$ cat config.mk
export PLATFORM = sky130hd
export DESIGN_NAME = sst_cell
export DESIGN_NICKNAME = d
export VERILOG_FILES = /design/src/hdl/sst_pkg.sv /design/src/hdl/sst_cell.sv
export SDC_FILE = /design/constraint.sdc
export NUM_CORES = 1
export LEC_CHECK = 0
export BUFFER_PORTS_ARGS = -buffer_cell sky130_fd_sc_hd__buf_2
export CAP_MARGIN = 20
export CORE_AREA = 5 5 113 115
export CTS_CLUSTER_SIZE = 12
export DETAILED_ROUTE_END_ITERATION = 6
export DIE_AREA = 0 0 118 120
export HOLD_SLACK_MARGIN = 0.02
export PLACE_DENSITY = 0.72
export SLEW_MARGIN = 10
export SYNTH_ARGS = -nofsm -noshare
export SYNTH_HDL_FRONTEND = slang
export SYNTH_SLANG_ARGS = --single-unit
$ cat constraint.sdc
create_clock -name clk_i -period 1.65 [get_ports clk_i]
set_clock_uncertainty 0.15 [all_clocks]
set_input_delay 0.33 -clock clk_i [delete_from_list [all_inputs] [get_ports clk_i]]
set_output_delay 0.33 -clock clk_i [all_outputs]
set_load 0.01 [all_outputs]
$ cat src/hdl/sst_pkg.sv
`timescale 1ns / 1ps
`default_nettype none
// ----------------------------------------------------------------------------
// sst_pkg
// Shared field widths, operation and status codes, sequencer states and the
// per-cell control bundle of the scoped symbol table.
// ----------------------------------------------------------------------------
package sst_pkg;

  localparam int unsigned FUNC_W   = 3;
  localparam int unsigned KEY_W    = 32;
  localparam int unsigned VALUE_W  = 32;
  localparam int unsigned STATUS_W = 3;
  localparam int unsigned INDEX_W  = 6;
  localparam int unsigned COUNT_W  = 7;
  localparam int unsigned SCOPE_W  = 8;

  localparam int unsigned IN_DATA_W  = 64;
  localparam int unsigned OUT_USED_W = STATUS_W + 1 + INDEX_W + VALUE_W + COUNT_W + SCOPE_W;
  localparam int unsigned OUT_DATA_W = ((OUT_USED_W + 7) / 8) * 8;
  localparam int unsigned OUT_PAD_W  = OUT_DATA_W - OUT_USED_W;

  typedef enum logic [FUNC_W-1:0] {
    FUNC_LOOKUP = 3'd0,
    FUNC_ADD    = 3'd1,
    FUNC_SET    = 3'd2,
    FUNC_ENTER  = 3'd3,
    FUNC_EXIT   = 3'd4
  } func_e;

  typedef enum logic [STATUS_W-1:0] {
    STATUS_OK        = 3'd0,
    STATUS_NOT_FOUND = 3'd1,
    STATUS_DUPLICATE = 3'd2,
    STATUS_FULL      = 3'd3,
    STATUS_SCOPE     = 3'd4
  } status_e;

  typedef enum logic [1:0] {
    ST_IDLE,
    ST_POP,
    ST_SEARCH
  } state_e;

  typedef struct packed {
    logic push;
    logic pop;
    logic wr_value;
  } cell_ctrl_t;

endpackage
`default_nettype wire

$ cat src/hdl/sst_cell.sv
`timescale 1ns / 1ps
`default_nettype none
// ----------------------------------------------------------------------------
// sst_cell
// One stack slot. Position 0 holds the newest entry; a push moves every entry
// one cell down the row, a pop moves every entry one cell up.
// ----------------------------------------------------------------------------
module sst_cell #(
  parameter int unsigned KEY_BITS   = 32,
  parameter int unsigned SCOPE_BITS = 8,
  parameter int unsigned POS_BITS   = 6,
  parameter int unsigned POS        = 0
) (
  input  logic                           clk_i,
  input  logic                           rst_ni,
  input  sst_pkg::cell_ctrl_t            ctrl_i,
  input  logic [POS_BITS-1:0]            wr_pos_i,
  input  logic [sst_pkg::VALUE_W-1:0]    wr_value_i,
  input  logic [KEY_BITS-1:0]            query_i,
  input  logic                           prev_valid_i,
  input  logic [KEY_BITS-1:0]            prev_key_i,
  input  logic [sst_pkg::VALUE_W-1:0]    prev_value_i,
  input  logic [SCOPE_BITS-1:0]          prev_scope_i,
  input  logic                           next_valid_i,
  input  logic [KEY_BITS-1:0]            next_key_i,
  input  logic [sst_pkg::VALUE_W-1:0]    next_value_i,
  input  logic [SCOPE_BITS-1:0]          next_scope_i,
  output logic                           valid_o,
  output logic [KEY_BITS-1:0]            key_o,
  output logic [sst_pkg::VALUE_W-1:0]    value_o,
  output logic [SCOPE_BITS-1:0]          scope_o,
  output logic                           hit_o
);
  import sst_pkg::*;

  logic                  valid_q, valid_d;
  logic [KEY_BITS-1:0]   key_q, key_d;
  logic [VALUE_W-1:0]    value_q, value_d;
  logic [SCOPE_BITS-1:0] scope_q, scope_d;
  logic                  hit_q, hit_d;

  always_comb begin
    valid_d = valid_q;
    key_d   = key_q;
    value_d = value_q;
    scope_d = scope_q;
    priority if (ctrl_i.push) begin
      valid_d = prev_valid_i;
      key_d   = prev_key_i;
      value_d = prev_value_i;
      scope_d = prev_scope_i;
    end else if (ctrl_i.pop) begin
      valid_d = next_valid_i;
      key_d   = next_key_i;
      value_d = next_value_i;
      scope_d = next_scope_i;
    end else if (ctrl_i.wr_value && (wr_pos_i == POS_BITS'(POS))) begin
      value_d = wr_value_i;
    end
    hit_d = valid_q && (key_q == query_i);
  end

  always_ff @(posedge clk_i or negedge rst_ni) begin
    if (!rst_ni) begin
      valid_q <= 1'b0;
      hit_q   <= 1'b0;
    end else begin
      valid_q <= valid_d;
      hit_q   <= hit_d;
    end
  end

  always_ff @(posedge clk_i) begin
    key_q   <= key_d;
    value_q <= value_d;
    scope_q <= scope_d;
  end

  assign valid_o = valid_q;
  assign key_o   = key_q;
  assign value_o = value_q;
  assign scope_o = scope_q;
  assign hit_o   = hit_q;

endmodule
`default_nettype wire

==> results_dict.tcl <==
set metrics [dict create \
    avgSynthCellArea_sq_um 13.52 \
    vias 3487 \
    cts_tree "built" \
    synth_top_family_by_area "multiplexers" \
    syn2layout_area_growth_pct 54.86 \
    drive_gt1_share_pct 62.56 \
    ant_nets 0 \
    synthMuxAreaShare_pct 20.62 \
    dr.pass1.iters 4 \
    overflow 0 \
    num_io_pins 295 \
    cts-root-buf "clkbuf_16" \
    grt_pass1_vias 3729 \
    yosys.area_share.simple_pct 6.609 \
    core_area_sq_um 11710 \
    start_util_pct 32.33 \
    die-area_sq_um 14160 \
    cts_buffer_depth 2 \
    async_reset_ff_share_pct 2.703 \
    crit_chain "xor2_1, nor4_2, nand4_1, nor4b_2" \
    synth_top_area_share_pct 57.11 \
    synthAdderAreaFrac_pct 0 \
    path_class "reg2reg" \
    grt_busiest_layer "met2" \
    hold_end "valid_o$_DFFE_PN0P_" \
    drt_iter0_markers 82 \
    diodes 0 \
    r2r-start "key_o[2]$_DFFE_PP_" \
    slew_headroom_pct 64.91 \
    yosysSeqAreaShare_pct 58.43 \
    hold_path.class "in2reg" \
    rrSetupSlack_ps 60 \
    drv_slew 0 \
    cp_slowest_cell "edfxtp_1" \
    nNetsFinal 809 \
    crit_arrival_ps 1660 \
    synth_fp_nets 501 \
    min_from "prev_valid_i" \
    required_ps 1720 \
    grt_pass1_wl_um 18620 \
    status "finished, final reports clean" \
    drc_errors 0 \
    yosys-top-cells-count "edfxtp_1 (72), mux2_2 (40), nand2_1 (34)" \
    maxCapViolations 0 \
    post-place-ws_ps -74.83 \
    synth-xor-area-share_pct 6.709 \
    syn_area_sq_um 3786 \
    synth_compound_area_share_pct 5.122 \
    crit_fanout 2 \
    reg2regPathDepth 4 \
    ir_drop_mv 0.4225 \
    grt_max_degree 65 \
    grtUsageMet2_pct 29.77 \
    via_per_inst 4.712 \
    finalPower_w 0.005332 \
    ys_types 24 \
    worst_setup_path_start_kind "flop" \
    cp-end-kind "flop" \
    cts_made_buffers 9 \
    grt_use_total_pct 16.69 \
    io_buffers 294 \
    tightest_slew_ps 526.4 \
    routabilityCongestion 0.9102 \
    min_period_ps 1593 \
    yosysMostFrequentCell "edfxtp_1" \
    insertion_delay_ps 320 \
    rsz0062_at_grt "false" \
    power_leakage_nw 2.807 \
    rows 40 \
    clkSlewWorstSetupHoldPaths_ps 60 \
    finalSetupViolations 0 \
    antenna_found_initial 1 \
    place_hpwl_um 10370 \
    met1_usage_pct 17.81 \
    slowest_delay_ps 400 \
    wl_um 12460 \
    die_x_um 118 \
    worst_hold_path.num_cells 3 \
    wl_per_cell_um 16.84 \
    r2r_end "hit_o$_DFF_PN0_" \
    synth_flop_cell "edfxtp_1" \
    critPathTopFamily "simple AND/OR/NAND/NOR gates" \
    synth-seq-cells 74 \
    die_h_um 120 \
    finalWorstSetupSlack_ps 57.41 \
    htreeDepth 3 \
    ys_warn_count 0 \
    synth_edf_count 72 \
    synth_area_leaders "edfxtp_1 (57%), mux2_2 (12%), mux2i_1 (8.7%)" \
    synth_cells 280 \
    fmax_ghz 0.6279 \
    critPathBufInv 0 \
    synth_top_area_cell "edfxtp_1" \
    p_per_area_nw_per_um2 909.4 \
    cts_sinks 74 \
    grt_use_met3_pct 6.503 \
    hold_viol_final 0 \
    hold_slack_ps 87.71 \
    period_share_pct 96.52 \
]
[worst max-delay path by stage]
| stage | cells after the start | slack [ps] | start | to |
|---|---|---|---|---|
| after global routing | 4 | 10 | key_o[2]$_DFFE_PP_ | hit_o$_DFF_PN0_ |
| after detailed placement | 5 | -70 | query_i[2] | hit_o$_DFF_PN0_ |
| final | 4 | 60 | key_o[2]$_DFFE_PP_ | hit_o$_DFF_PN0_ |
| after floorplan | 3 | 6 | ctrl_i[1] | value_o[0]$_DFFE_PP_ |
| after global placement | 5 | -30 | wr_pos_i[5] | value_o[1]$_DFFE_PP_ |
| after CTS | 4 | 30 | key_o[2]$_DFFE_PP_ | hit_o$_DFF_PN0_ |
[metrics by stage]
stage | utilization (%) | area [sq um] | cells | TNS [ps]
final | 50.06 | 5863 | 740 | 0
after global routing | 50.06 | 5863 | 740 | 0
after CTS | 49.95 | 5849 | 739 | 0
after detailed placement | 47.48 | 5560 | 722 | -421.2
after global placement | 47.48 | 5560 | 722 | -673.4
after floorplan | - | 3809 | 280 | 0
[what timing repair did]
action | 4_1_cts | 5_1_grt
endpoints found under the setup margin | 1 | 1
hold endpoints to repair | 2 | 0
gates resized for setup | 0 | 1
setup buffers | 0 | 1
hold buffers | 1 | 0
gates cloned | 0 | 0
pin swaps | 2 | 0
[cell families (layout without fill, tap and decap cells)]
logic type             Yosys count  in the layout
AND/OR/NAND/NOR                 48             48
flip-flops                      74             74
multiplexers                    73             73
XOR/XNOR                        29             29
AO/OA/AOI/OAI                   37             37
buffers and inverters           19            332
[cell type report]
cell class,instances,area [sq um]
fillers,1061,5848
flip-flops and latches,74,2212
repair buffers,313,1682
multi-input cells,187,1495
clock buffers,12,236.5
well taps,147,183.9
clock inverters,4,42.54
inverters,3,11.26
[report_power, final]
group	internal, W	total, W	switching [W]
Sequential	0.00231	0.00242	0.000101
Clock	0.00116	0.00185	0.000686
Combinational	0.000554	0.00107	0.000517
Total	0.00403	0.00533	0.00130
[sequential cells by signal (all words and copies together), names as in the netlist]
name,count
valid_o,1
hit_o,1
value_o,32
scope_o,8
key_o,32
[worst min-delay path, cell delays in order]
cell and delay [ps]:
buf_2 80, nand2_1 40, o21ai_0 70
[metal layers]
metal	wire, um	part of all wire [%]
met1	4515	36
met2	6547	53
met3	1059	8.5
met4	328	2.6
met5	13	0.10
[cells in the final DEF (no fill, tap or decap)]
master	instances
buf_2	293
edfxtp_1	72
mux2_2	40
nand2_1	34
mux2i_1	33
o21ai_0	33
xor2_1	28
buf_4	14
clkbuf_16	9
nor4_2	5
buf_12	5
inv_1	3
clkbuf_1	3
nand4_1	2
nor4_1	2
clkinv_1	2
dfrtp_1	2
or2_4	1
nor4b_1	1
nor3_1	1
a21o_4	1
a22oi_1	1
a21oi_1	1
xnor2_1	1
nand2b_1	1
o221ai_1	1
nor4b_2	1
bufinv_16	1
clkinv_2	1
dlygate4sd3_1	1
No activity file was read; power rests on OpenSTA's default activity.
